===== config.mk =====
export PLATFORM = sky130hd
export DESIGN_NAME = majority_clocked_lfsr_byte_cipher_unit
export DESIGN_NICKNAME = d
export VERILOG_FILES = /design/src/rtl/core/mclbc_pkg.sv /design/src/rtl/core/mclbc_keygen.sv /design/src/rtl/core/majority_clocked_lfsr_byte_cipher_unit.sv
export SDC_FILE = /design/constraint.sdc
export NUM_CORES = 1
export LEC_CHECK = 0
export ABC_AREA = 1
export ABC_CLOCK_PERIOD_IN_PS = 8100
export BUFFER_PORTS_ARGS = -buffer_cell sky130_fd_sc_hd__buf_2
export CAP_MARGIN = 0
export CORE_MARGIN = 1.5
export CORE_UTILIZATION = 55
export DETAILED_ROUTE_END_ITERATION = 16
export GPL_ROUTABILITY_DRIVEN = 0
export MAX_ROUTING_LAYER = met4
export PLACE_DENSITY = 0.71
export SYNTH_ARGS = -nofsm -noshare
export SYNTH_HDL_FRONTEND = slang
export SYNTH_SLANG_ARGS = --single-unit

===== constraint.sdc =====
create_clock -name clock -period 8.1 [get_ports clock]
set_input_delay 0.405 -clock clock [delete_from_list [all_inputs] [get_ports clock]]
set_output_delay 0.405 -clock clock [all_outputs]
set_load 0.01 [all_outputs]

===== src/rtl/core/mclbc_pkg.sv =====
`timescale 1ns / 1ps

package mclbc_pkg;

   localparam int unsigned LFSR_W      = 8;
   localparam int unsigned BYTE_W      = 8;
   localparam int unsigned CSR_ADDR_W  = 3;
   localparam int unsigned CSR_DATA_W  = 8;
   localparam int unsigned KEY_STEPS   = 8;

   // clocking bit positions of the three registers
   localparam int unsigned CLK_POS_A   = 1;
   localparam int unsigned CLK_POS_B   = 2;
   localparam int unsigned CLK_POS_C   = 3;

   // register indexes of the configuration port
   localparam logic [CSR_ADDR_W-1:0] CSR_TAP_MASK        = 3'd0;
   localparam logic [CSR_ADDR_W-1:0] CSR_OUT_AFTER_CLOCK = 3'd1;
   localparam logic [CSR_ADDR_W-1:0] CSR_MSB_NUMBERING   = 3'd2;
   localparam logic [CSR_ADDR_W-1:0] CSR_SHIFT_TO_MSB    = 3'd3;
   localparam logic [CSR_ADDR_W-1:0] CSR_OUT_FROM_MSB    = 3'd4;

   typedef logic [LFSR_W-1:0] lfsr_type;

   typedef struct packed {
      lfsr_type tap_mask;
      logic     key_after_step;
      logic     msb_bit_numbering;
      logic     shift_toward_msb;
      logic     output_from_msb;
   } cfg_type;

   typedef struct packed {
      lfsr_type a;
      lfsr_type b;
      lfsr_type c;
   } lfsr_set_type;

   function automatic lfsr_type step_reg(input lfsr_type r, input cfg_type cfg);
      logic fb;
      fb = ^(r & cfg.tap_mask);
      if (cfg.shift_toward_msb) begin
         return {r[LFSR_W-2:0], fb};
      end
      return {fb, r[LFSR_W-1:1]};
   endfunction

   function automatic logic clock_bit(input lfsr_type r, input int unsigned pos,
                                      input cfg_type cfg);
      if (cfg.msb_bit_numbering) begin
         return r[LFSR_W-1-pos];
      end
      return r[pos];
   endfunction

   function automatic logic out_bit(input lfsr_type r, input cfg_type cfg);
      return cfg.output_from_msb ? r[LFSR_W-1] : r[0];
   endfunction

endpackage


===== src/rtl/core/mclbc_keygen.sv =====
`timescale 1ns / 1ps

module mclbc_keygen (
   input  mclbc_pkg::cfg_type            cfg,
   input  mclbc_pkg::lfsr_set_type       state_cur,
   output logic [mclbc_pkg::BYTE_W-1:0]  key_byte,
   output mclbc_pkg::lfsr_set_type       state_nxt
);

   // eight majority-clocked steps, key bits collected msb first
   always_comb begin
      mclbc_pkg::lfsr_set_type s;
      logic ca;
      logic cb;
      logic cc;
      logic maj;
      logic k;
      s        = state_cur;
      key_byte = '0;
      for (int i = 0; i < int'(mclbc_pkg::KEY_STEPS); i++) begin
         ca  = mclbc_pkg::clock_bit(s.a, mclbc_pkg::CLK_POS_A, cfg);
         cb  = mclbc_pkg::clock_bit(s.b, mclbc_pkg::CLK_POS_B, cfg);
         cc  = mclbc_pkg::clock_bit(s.c, mclbc_pkg::CLK_POS_C, cfg);
         maj = (ca & cb) | (ca & cc) | (cb & cc);
         k   = mclbc_pkg::out_bit(s.a, cfg) ^ mclbc_pkg::out_bit(s.b, cfg)
             ^ mclbc_pkg::out_bit(s.c, cfg);
         if (ca == maj) s.a = mclbc_pkg::step_reg(s.a, cfg);
         if (cb == maj) s.b = mclbc_pkg::step_reg(s.b, cfg);
         if (cc == maj) s.c = mclbc_pkg::step_reg(s.c, cfg);
         if (cfg.key_after_step) begin
            k = mclbc_pkg::out_bit(s.a, cfg) ^ mclbc_pkg::out_bit(s.b, cfg)
              ^ mclbc_pkg::out_bit(s.c, cfg);
         end
         key_byte[mclbc_pkg::BYTE_W-1-i] = k;
      end
      state_nxt = s;
   end

endmodule


===== src/rtl/core/majority_clocked_lfsr_byte_cipher_unit.sv =====
`timescale 1ns / 1ps

// Byte decryptor with three majority-clocked 8-bit LFSRs sharing one tap mask.
// Input channel req_: one cipher byte per item in req_tdata, req_tuser[0] set
// on the first byte of a message reloads all three registers with the tap mask
// before that byte. Result channel rsp_: the plain byte in rsp_tdata.
// Configuration: csr_we with csr_addr 0 tap mask, 1 output after clock,
// 2 msb bit numbering, 3 shift toward msb, 4 output from msb (data in csr_wdata
// low bits); other indexes are ignored. Write only while no item is in flight.
// Stages: an accepted item waits in the input register, then its result is
// written to the result register (two register stages: input, result).
// Throughput: one item per cycle unless rsp_ stalls; the eight keystream steps
// run as one combinational pass between the input and result registers.
// Reset clears the configuration, the registers (zero keystream until a
// message start) and both stages. When the receiver stalls, the result
// register holds, the input stage holds its item, and req_tready drops once
// both are full; nothing is lost or repeated.
module majority_clocked_lfsr_byte_cipher_unit (
   input  logic                                clock,
   input  logic                                reset,
   input  logic                                req_tvalid,
   output logic                                req_tready,
   input  logic [mclbc_pkg::BYTE_W-1:0]        req_tdata,   // [7:0] cipher_byte
   input  logic [0:0]                          req_tuser,   // [0] message_start
   output logic                                rsp_tvalid,
   input  logic                                rsp_tready,
   output logic [mclbc_pkg::BYTE_W-1:0]        rsp_tdata,   // [7:0] plain_byte
   input  logic                                csr_we,
   input  logic [mclbc_pkg::CSR_ADDR_W-1:0]    csr_addr,
   input  logic [mclbc_pkg::CSR_DATA_W-1:0]    csr_wdata
);

   mclbc_pkg::cfg_type             cfg_ff, cfg_in;
   mclbc_pkg::lfsr_set_type        lfsr_ff, lfsr_in;
   mclbc_pkg::lfsr_set_type        state_cur, state_nxt;
   logic                           in_valid_ff, in_valid_in;
   logic [mclbc_pkg::BYTE_W-1:0]   in_byte_ff;
   logic                           in_start_ff;
   logic                           rsp_valid_ff, rsp_valid_in;
   logic [mclbc_pkg::BYTE_W-1:0]   rsp_data_ff;
   logic [mclbc_pkg::BYTE_W-1:0]   key_byte;
   logic                           req_fire;
   logic                           adv;

   assign adv        = in_valid_ff && (!rsp_valid_ff || rsp_tready);
   assign req_tready = !in_valid_ff || adv;
   assign req_fire   = req_tvalid && req_tready;
   assign rsp_tvalid = rsp_valid_ff;
   assign rsp_tdata  = rsp_data_ff;

   always_comb begin
      cfg_in = cfg_ff;
      if (csr_we) begin
         unique case (csr_addr)
            mclbc_pkg::CSR_TAP_MASK:        cfg_in.tap_mask = csr_wdata;
            mclbc_pkg::CSR_OUT_AFTER_CLOCK: cfg_in.key_after_step = csr_wdata[0];
            mclbc_pkg::CSR_MSB_NUMBERING:   cfg_in.msb_bit_numbering = csr_wdata[0];
            mclbc_pkg::CSR_SHIFT_TO_MSB:    cfg_in.shift_toward_msb = csr_wdata[0];
            mclbc_pkg::CSR_OUT_FROM_MSB:    cfg_in.output_from_msb = csr_wdata[0];
            default:                        cfg_in = cfg_ff;
         endcase
      end
   end

   // message start reloads all three registers before this byte
   always_comb begin
      state_cur = lfsr_ff;
      if (in_start_ff) begin
         state_cur.a = cfg_ff.tap_mask;
         state_cur.b = cfg_ff.tap_mask;
         state_cur.c = cfg_ff.tap_mask;
      end
   end

   mclbc_keygen u_keygen (
      .cfg       (cfg_ff),
      .state_cur (state_cur),
      .key_byte  (key_byte),
      .state_nxt (state_nxt)
   );

   assign lfsr_in      = adv ? state_nxt : lfsr_ff;
   assign in_valid_in  = req_fire || (in_valid_ff && !adv);
   assign rsp_valid_in = adv || (rsp_valid_ff && !rsp_tready);

   always_ff @(posedge clock) begin
      if (reset) begin
         cfg_ff       <= '0;
         lfsr_ff      <= '0;
         in_valid_ff  <= 1'b0;
         rsp_valid_ff <= 1'b0;
      end else begin
         cfg_ff       <= cfg_in;
         lfsr_ff      <= lfsr_in;
         in_valid_ff  <= in_valid_in;
         rsp_valid_ff <= rsp_valid_in;
      end
   end

   always_ff @(posedge clock) begin
      if (req_fire) begin
         in_byte_ff  <= req_tdata;
         in_start_ff <= req_tuser[0];
      end
      if (adv) begin
         rsp_data_ff <= in_byte_ff ^ key_byte;
      end
   end

   a_adv_gives_result: assert property (@(posedge clock) disable iff (reset)
      adv |=> rsp_valid_ff)
      else $error("item left the input stage without a result");

   a_zero_taps_pass: assert property (@(posedge clock) disable iff (reset)
      adv && in_start_ff && (cfg_ff.tap_mask == '0) |=> rsp_tdata == $past(in_byte_ff))
      else $error("zero tap mask at message start did not pass the byte through");

   a_lfsr_hold: assert property (@(posedge clock) disable iff (reset)
      !adv |=> $stable(lfsr_ff))
      else $error("lfsr state changed without an item");

   a_full_stall: assert property (@(posedge clock) disable iff (reset)
      in_valid_ff && rsp_valid_ff && !rsp_tready |-> !req_tready)
      else $error("input taken while both stages are full and stalled");

endmodule

**Word level (Yosys, flattened, before mapping)**

Index checks and enable logic that the tools add are counted.

- Register bits: 55
- Input bits: 25
- Output and inout bits: 10
- Logic and storage cells: 348

- Equality and inequality tests: 28
- Multiplexer cells: 182
- Bitwise gates (word level): 83
- Reduce and logical (&&, ||, !) cells: 42

Operators by type and width:

| cell | number |
|---|---|
| $mux W8 | 72 |
| $and A8 B8 Y8 | 24 |
| $reduce_xor A8 Y1 | 24 |
| $mux W1 | 109 |
| $and A1 B1 Y1 | 24 |
| $eq A1 B1 Y1 | 24 |
| $mux W24 | 1 |
| $xor A1 B1 Y1 | 18 |
| $or A1 B1 Y1 | 16 |
| $reduce_and A2 Y1 | 5 |
| $xor A8 B8 Y8 | 1 |
| $eq A3 B2 Y1 const B | 2 |
| $logic_and A1 B1 Y1 | 4 |
| $logic_not A1 Y1 | 4 |
| $logic_or A1 B1 Y1 | 4 |
| $eq A3 B1 Y1 const B | 1 |
| $eq A3 B3 Y1 const B | 1 |
| $logic_not A3 Y1 | 1 |

**Logic depth before layout (Yosys ltp)**

- Depth in word-level cells: 78
- Mapped depth: 77
- Gate-level depth less buffers: 74

**Cells and area by module**

Synthesis repeated with hierarchy kept, for this count alone.

- Cell total of the unflattened synthesis: 2818
- Area total of the unflattened synthesis: 14161.1 um^2

By module, submodules not included:

| module | instances | cells an instance | area an instance (um^2) | sequential area each (um^2) |
|---|---|---|---|---|
| mclbc_keygen | 1 | 2507 | 11700.0 | 0.0 |
| majority_clocked_lfsr_byte_cipher_unit | 1 | 311 | 2461.1 | 1271.2 |

**Worst setup path after synthesis**

Ideal clock, no wire load.

- Kind: reg-to-reg
- Start: reg in_start_ff
- End: reg rsp_data_ff, in the netlist rsp_tdata[0] (data pin)
- Library setup time: 252 ps
- Data arrival time: 6140 ps
- Required time: 7848 ps
- Path slack: 1708 ps
- Cell stages (with the launch flop): 71
- Buffers on the path: 5
- Clock period less this slack: 6392 ps
- Cells stage by stage: edfxtp_1 buf_6 inv_6 buf_6 nand2_4 nand2_2 nand2_2 nand2_4 nand3_4 nand2_4 nand2_2 nand2_2 nand2_2 nand2_4 nand3_4 nand2_2 nand2_1 nand2_2 (+35 left out) inv_2 o21ai_4 nand2_1 nand2_2 nand2_2 xor2_2 a31oi_1 nand2_1 nand2_1 nand2_1 nand2_1 inv_1 nand2_1 nand2_1 nand2_1 nand2_1 nand2_1 nand2_1

- Word-level cells in the longest chain between the ends: 62
- Elaborated cells between the ends (all ways): 245
- Classes of those cells: eq/ne: 24; mux: 128; bitwise: 69; reduce/logical: 24

RTL lines:

| element | RTL line | RTL |
|---|---|---|
| start, declared | majority_clocked_lfsr_byte_cipher_unit.sv:38 | `logic in_start_ff;` |
| start signal, assigned | majority_clocked_lfsr_byte_cipher_unit.sv:103 | `in_start_ff <= req_tuser[0];` |
| $mux W24 (*) | majority_clocked_lfsr_byte_cipher_unit.sv:68 | `if (in_start_ff) begin` |
| $mux W1 | mclbc_pkg.sv:50 | `if (cfg.msb_bit_numbering) begin` |
| $mux W1 | mclbc_pkg.sv:53 | `return r[pos];` |
| $and A1 B1 Y1 | mclbc_keygen.sv:24 | `maj = (ca & cb) \| (ca & cc) \| (cb & cc);` |
| $or A1 B1 Y1 (2 in series) | mclbc_keygen.sv:24 |  |
| $eq A1 B1 Y1, on equally long branches | mclbc_keygen.sv:27, mclbc_keygen.sv:28, mclbc_keygen.sv:29 |  |
| $mux W8, on equally long branches | mclbc_keygen.sv:27, mclbc_keygen.sv:28, mclbc_keygen.sv:29 |  |
| $mux W1 | mclbc_pkg.sv:50 |  |
| (+44 left out) | -- |  |
| $or A1 B1 Y1 (2 in series) | mclbc_keygen.sv:24 |  |
| $eq A1 B1 Y1, on equally long branches | mclbc_keygen.sv:27, mclbc_keygen.sv:28 |  |
| $mux W8, on equally long branches | mclbc_keygen.sv:27, mclbc_keygen.sv:28 |  |
| $mux W1 | mclbc_pkg.sv:57 | `return cfg.output_from_msb ? r[LFSR_W-1] : r[0];` |
| $xor A1 B1 Y1 | mclbc_keygen.sv:31 | `k = mclbc_pkg::out_bit(s.a, cfg) ^ mclbc_pkg::out_bit(s.b, cfg)` |
| $xor A1 B1 Y1 | mclbc_keygen.sv:32 | `^ mclbc_pkg::out_bit(s.c, cfg);` |
| $mux W1 (*) | mclbc_keygen.sv:30 | `if (cfg.key_after_step) begin` |
| $xor A8 B8 Y8 (*) | majority_clocked_lfsr_byte_cipher_unit.sv:106 | `rsp_data_ff <= in_byte_ff ^ key_byte;` |
| end signal, assigned | majority_clocked_lfsr_byte_cipher_unit.sv:106 |  |
| end, declared | majority_clocked_lfsr_byte_cipher_unit.sv:40 | `logic [mclbc_pkg::BYTE_W-1:0] rsp_data_ff;` |

Mark *: on every way between the ends. The rest lies on a longest branch, timed or not. The select of a mux whose other input is x is not followed.
A chain may end at the register's enable or synchronous reset.

**Worst setup path after layout**

Same ends and word-level chain as after synthesis.

==> impl_metrics.xml <==
<?xml version="1.0" encoding="UTF-8"?>
<metrics>
  <group name="finish">
    <metric name="fillers" unit="">2415</metric>
    <metric name="post_route_cells_drive_above_1_share" unit="">0.1528</metric>
    <metric name="fin_nets" unit="">2793</metric>
    <metric name="flow.area_growth_from_synthesis" unit="%">12.22</metric>
    <metric name="finalCoreUtilization" unit="">0.6284</metric>
    <metric name="n_antenna_cell" unit="">0</metric>
  </group>
  <group name="cts">
    <metric name="clk_path_buf_depth" unit="">2</metric>
    <metric name="cts.sink_count" unit="">55</metric>
    <metric name="ctsHtreeMaxLevel" unit="">2</metric>
    <metric name="cts_tree" unit="">yes</metric>
    <metric name="ctsRootBufferMaster" unit="">sky130_fd_sc_hd__clkbuf_16</metric>
    <metric name="clkSlewWorstSetupHoldPaths" unit="ns">0.07</metric>
    <metric name="cts_inserted_buffers" unit="">5</metric>
    <metric name="skew_pair_late_insertion_delay" unit="ns">0.29</metric>
  </group>
  <group name="place">
    <metric name="place_hpwl" unit="um">37820</metric>
    <metric name="io_buffers" unit="">34</metric>
    <metric name="post-place-ws" unit="ns">-0.06119</metric>
  </group>
  <group name="logic_synthesis">
    <metric name="synthesis.area" unit="sq um">13620</metric>
    <metric name="yosys-top-cells-area" unit="">sky130_fd_sc_hd__nand2_1, sky130_fd_sc_hd__nand3_1, sky130_fd_sc_hd__inv_1</metric>
    <metric name="synth_top_area_cell" unit="">sky130_fd_sc_hd__nand2_1</metric>
    <metric name="synth_xor_area_frac" unit="">0.01984</metric>
    <metric name="postSynthNetCount" unit="">2771</metric>
    <metric name="synthesis.area_per_instance" unit="sq um">4.960</metric>
    <metric name="post_synth_mux_area_share" unit="">0.001470</metric>
    <metric name="netlist_instances" unit="">2746</metric>
    <metric name="synth_top_family_by_area" unit="">simple AND/OR/NAND/NOR gates</metric>
    <metric name="synth-adder-area-share" unit="">0</metric>
    <metric name="synth.yosys.warnings" unit="">0</metric>
    <metric name="post_synth_and_or_nand_nor_area_fraction" unit="">0.6206</metric>
    <metric name="synth_cell_types" unit="">40</metric>
    <metric name="postSynthRegisterBits" unit="">55</metric>
    <metric name="yosys.area.top_type_share" unit="">0.3252</metric>
    <metric name="post_synthesis_sequential_area_ratio" unit="">0.09334</metric>
    <metric name="synth_compound_gate_area_share" unit="">0.1371</metric>
  </group>
  <group name="timing">
    <metric name="max-slew-margin-rel" unit="">0.4610</metric>
    <metric name="final_period_minus_worst_setup_slack" unit="ns">7.728</metric>
    <metric name="worst_clock_skew" unit="ns">0.007042</metric>
    <metric name="worst_slack" unit="ns">0.3720</metric>
    <metric name="hold_viol_final" unit="">0</metric>
    <metric name="setup_violating_endpoint_count_in_the_final_report" unit="">0</metric>
    <metric name="report.final.slew_viol_count" unit="">0</metric>
    <metric name="layout_worst_path_cycle_share" unit="">0.9541</metric>
    <metric name="tightest_slew" unit="ns">0.8076</metric>
    <metric name="clock.fmax" unit="MHz">129.4</metric>
  </group>
  <group name="setup_path">
    <metric name="crit_type" unit="">reg -&gt; reg</metric>
    <metric name="rrSetupSlack" unit="ns">0.37</metric>
    <metric name="slowest_delay" unit="ns">0.42</metric>
    <metric name="cp-start-kind" unit="">flop</metric>
    <metric name="startpoint" unit="">in_start_ff</metric>
    <metric name="critPathCaptureType" unit="">flop</metric>
    <metric name="worstPathArrival" unit="ns">7.78</metric>
    <metric name="cp_slowest_cell" unit="">sky130_fd_sc_hd__edfxtp_1</metric>
    <metric name="reg2reg_from" unit="">in_start_ff</metric>
    <metric name="most_frequent_cell_on_the_critical_path" unit="">sky130_fd_sc_hd__nand2_1</metric>
    <metric name="timing.critical_path.required" unit="ns">8.15</metric>
    <metric name="critical_path.max_fanout" unit="">15</metric>
  </group>
  <group name="floorplanning">
    <metric name="placement_rows" unit="">57</metric>
    <metric name="die_h" unit="um">160.4</metric>
    <metric name="die_area" unit="sq um">25720</metric>
    <metric name="num_io_pins" unit="">35</metric>
    <metric name="die_x" unit="um">160.4</metric>
    <metric name="initial_core_util" unit="">0.5600</metric>
    <metric name="fp.coreArea" unit="sq um">24320</metric>
  </group>
  <group name="grt">
    <metric name="grt_antenna_before_repair" unit="">0</metric>
    <metric name="track_usage" unit="">0.3945</metric>
    <metric name="globalRoute.totalOverflow" unit="">0</metric>
    <metric name="grt_start_max_net_pins" unit="">78</metric>
    <metric name="grt_first_pass_wirelength" unit="um">80390</metric>
    <metric name="first_global_vias" unit="">16070</metric>
  </group>
  <group name="detailed_routing">
    <metric name="route.detailed.wl_per_inst" unit="um">16.70</metric>
    <metric name="detail_route.drc_violations" unit="">0</metric>
    <metric name="antenna_left" unit="">0</metric>
    <metric name="vias" unit="">18570</metric>
    <metric name="drt_pass1_iterations" unit="">8</metric>
    <metric name="first_iter_violations" unit="">2437</metric>
    <metric name="routed_wl" unit="um">51670</metric>
    <metric name="vias_per_cell" unit="">6.005</metric>
  </group>
  <group name="hold_path">
    <metric name="timing.hold.worst.start" unit="">req_tdata[2]</metric>
    <metric name="hold_class" unit="">in -&gt; reg</metric>
  </group>
  <group name="job">
    <metric name="max-cap-violations" unit="">0</metric>
  </group>
  <group name="outcome">
    <metric name="status" unit="">finished, final reports clean</metric>
  </group>
</metrics>
## critical path: cells and delay by family, from the launching register on
family / cells / cell delay, ns
compound gates: 3 / 0.54
simple gates: 50 / 5.04
xor+xnor: 1 / 0.18
buf+inv: 11 / 1.27
flops: 1 / 0.42
## area by class of cell
| type | count | area [sq um] | share of cell area |
|---|---|---|---|
| sequential | 55 | 1279 | 0.08367 |
| clock buffer | 5 | 125.1 | 0.008187 |
| multi-input combinational | 2266 | 11320 | 0.7407 |
| tap | 324 | 405.4 | 0.02652 |
| inverter | 311 | 1200 | 0.07851 |
| clock inverter | 3 | 28.78 | 0.001883 |
| timing repair buffer | 129 | 924.6 | 0.06050 |
## flip-flops by register name, summed over array words and instances (netlist names)
signal / cells
cfg_ff: 12
in_byte_ff: 8
in_start_ff: 1
in_valid_ff: 1
lfsr_ff: 24
rsp_tdata: 8
rsp_tvalid: 1
## routing by layer
metal | vias up | global-route usage | share of wire
met5 | - | - | 0
met2 | 1198 | 0.6077 | 0.43
met3 | 252 | 0.07567 | 0.13
li1 | 8934 | - | -
met4 | 0 | 0.1873 | 0.060
met1 | 8188 | 0.4964 | 0.39
## per-stage QoR
stage / TNS, ns / std cells / area (sq um) / hold slack (ns)
after floorplan: 0 / 2746 / 13620 / 0.4428
after global placement: 0 / 3043 / 14060 / 0.4491
after detailed placement: -0.06119 / 3043 / 14060 / 0.4651
after CTS: 0 / 3052 / 14230 / 0.2820
after global routing: -0.1532 / 3093 / 15280 / 0.2730
final: 0 / 3093 / 15280 / 0.2837
## cells in the final DEF (no fill, tap or decap), types with 4 or more instances in the layout
cell	Yosys	final
sky130_fd_sc_hd__dfxtp_1	38	34
sky130_fd_sc_hd__nand3b_1	11	11
sky130_fd_sc_hd__nand2_8	0	4
sky130_fd_sc_hd__nand2_4	16	39
sky130_fd_sc_hd__nand3_2	32	24
sky130_fd_sc_hd__inv_2	18	15
sky130_fd_sc_hd__xnor2_1	19	18
sky130_fd_sc_hd__clkbuf_16	0	5
sky130_fd_sc_hd__nand2_1	1180	1109
sky130_fd_sc_hd__or2_2	4	4
sky130_fd_sc_hd__inv_1	286	286
sky130_fd_sc_hd__nand4_1	36	36
sky130_fd_sc_hd__a21oi_1	89	88
sky130_fd_sc_hd__o21a_1	4	4
sky130_fd_sc_hd__o21ai_0	179	159
sky130_fd_sc_hd__buf_4	5	88
sky130_fd_sc_hd__o21ai_1	21	27
sky130_fd_sc_hd__buf_2	31	34
sky130_fd_sc_hd__nand3_4	9	31
sky130_fd_sc_hd__nor2_1	64	61
sky130_fd_sc_hd__xor2_1	10	10
sky130_fd_sc_hd__nand3_1	441	427
sky130_fd_sc_hd__edfxtp_1	17	17
sky130_fd_sc_hd__a31oi_1	34	33
sky130_fd_sc_hd__nand2_2	83	128
sky130_fd_sc_hd__o211ai_1	14	14
sky130_fd_sc_hd__inv_4	4	6
sky130_fd_sc_hd__o21ai_2	3	16
## cells in the mapped netlist
library cell / count
sky130_fd_sc_hd__nor4_1: 2
sky130_fd_sc_hd__o21ai_4: 1
sky130_fd_sc_hd__o22ai_1: 1
sky130_fd_sc_hd__o211ai_1: 14
sky130_fd_sc_hd__inv_6: 1
sky130_fd_sc_hd__o21ai_2: 3
sky130_fd_sc_hd__a31oi_1: 34
sky130_fd_sc_hd__a21oi_1: 89
sky130_fd_sc_hd__clkbuf_1: 56
sky130_fd_sc_hd__clkinv_1: 2
sky130_fd_sc_hd__inv_4: 4
sky130_fd_sc_hd__xnor2_1: 19
sky130_fd_sc_hd__nand3_2: 32
sky130_fd_sc_hd__nand3_4: 9
sky130_fd_sc_hd__nand4_1: 36
sky130_fd_sc_hd__buf_1: 14
sky130_fd_sc_hd__xor2_1: 10
sky130_fd_sc_hd__nand2_1: 1180
sky130_fd_sc_hd__nand3b_1: 11
sky130_fd_sc_hd__o21a_1: 4
sky130_fd_sc_hd__xor2_2: 1
sky130_fd_sc_hd__o21ai_0: 179
sky130_fd_sc_hd__dfxtp_1: 38
sky130_fd_sc_hd__mux2i_1: 2
sky130_fd_sc_hd__buf_4: 5
sky130_fd_sc_hd__nand4_2: 3
sky130_fd_sc_hd__buf_2: 31
sky130_fd_sc_hd__o21ai_1: 21
sky130_fd_sc_hd__inv_2: 18
sky130_fd_sc_hd__o311ai_0: 1
sky130_fd_sc_hd__buf_6: 9
sky130_fd_sc_hd__nor2_1: 64
sky130_fd_sc_hd__edfxtp_1: 17
sky130_fd_sc_hd__nand2_4: 16
sky130_fd_sc_hd__a211oi_1: 2
sky130_fd_sc_hd__nand2_2: 83
sky130_fd_sc_hd__inv_1: 286
sky130_fd_sc_hd__or2_2: 4
sky130_fd_sc_hd__nor3_1: 3
sky130_fd_sc_hd__nand3_1: 441
## cells by family after synthesis
kind of cell / after synthesis
xor gates and xnor gates: 30
buffers and inverters: 426
muxes: 2
and+or+nand+nor: 1884
AOI/OAI and AO/OA: 349
DFF: 55
## path summary, 6_finish.rpt
check                  end  cells after the start
max           rsp_tdata[0]                     65
min          in_byte_ff[2]                      1
max reg2reg   rsp_tdata[0]                     65
min reg2reg     rsp_tvalid                      2
## timing repair
action,in CTS,in global routing
endpoints found under the setup margin,1,22
buffers inserted,1,40
hold buffers,0,0
gates cloned,0,1
gates resized for setup,0,193
pin swaps,0,57
Power is left out: the tool's default activity adds up to more than one toggle a clock period on the data nets, which glitch-free logic cannot reach.
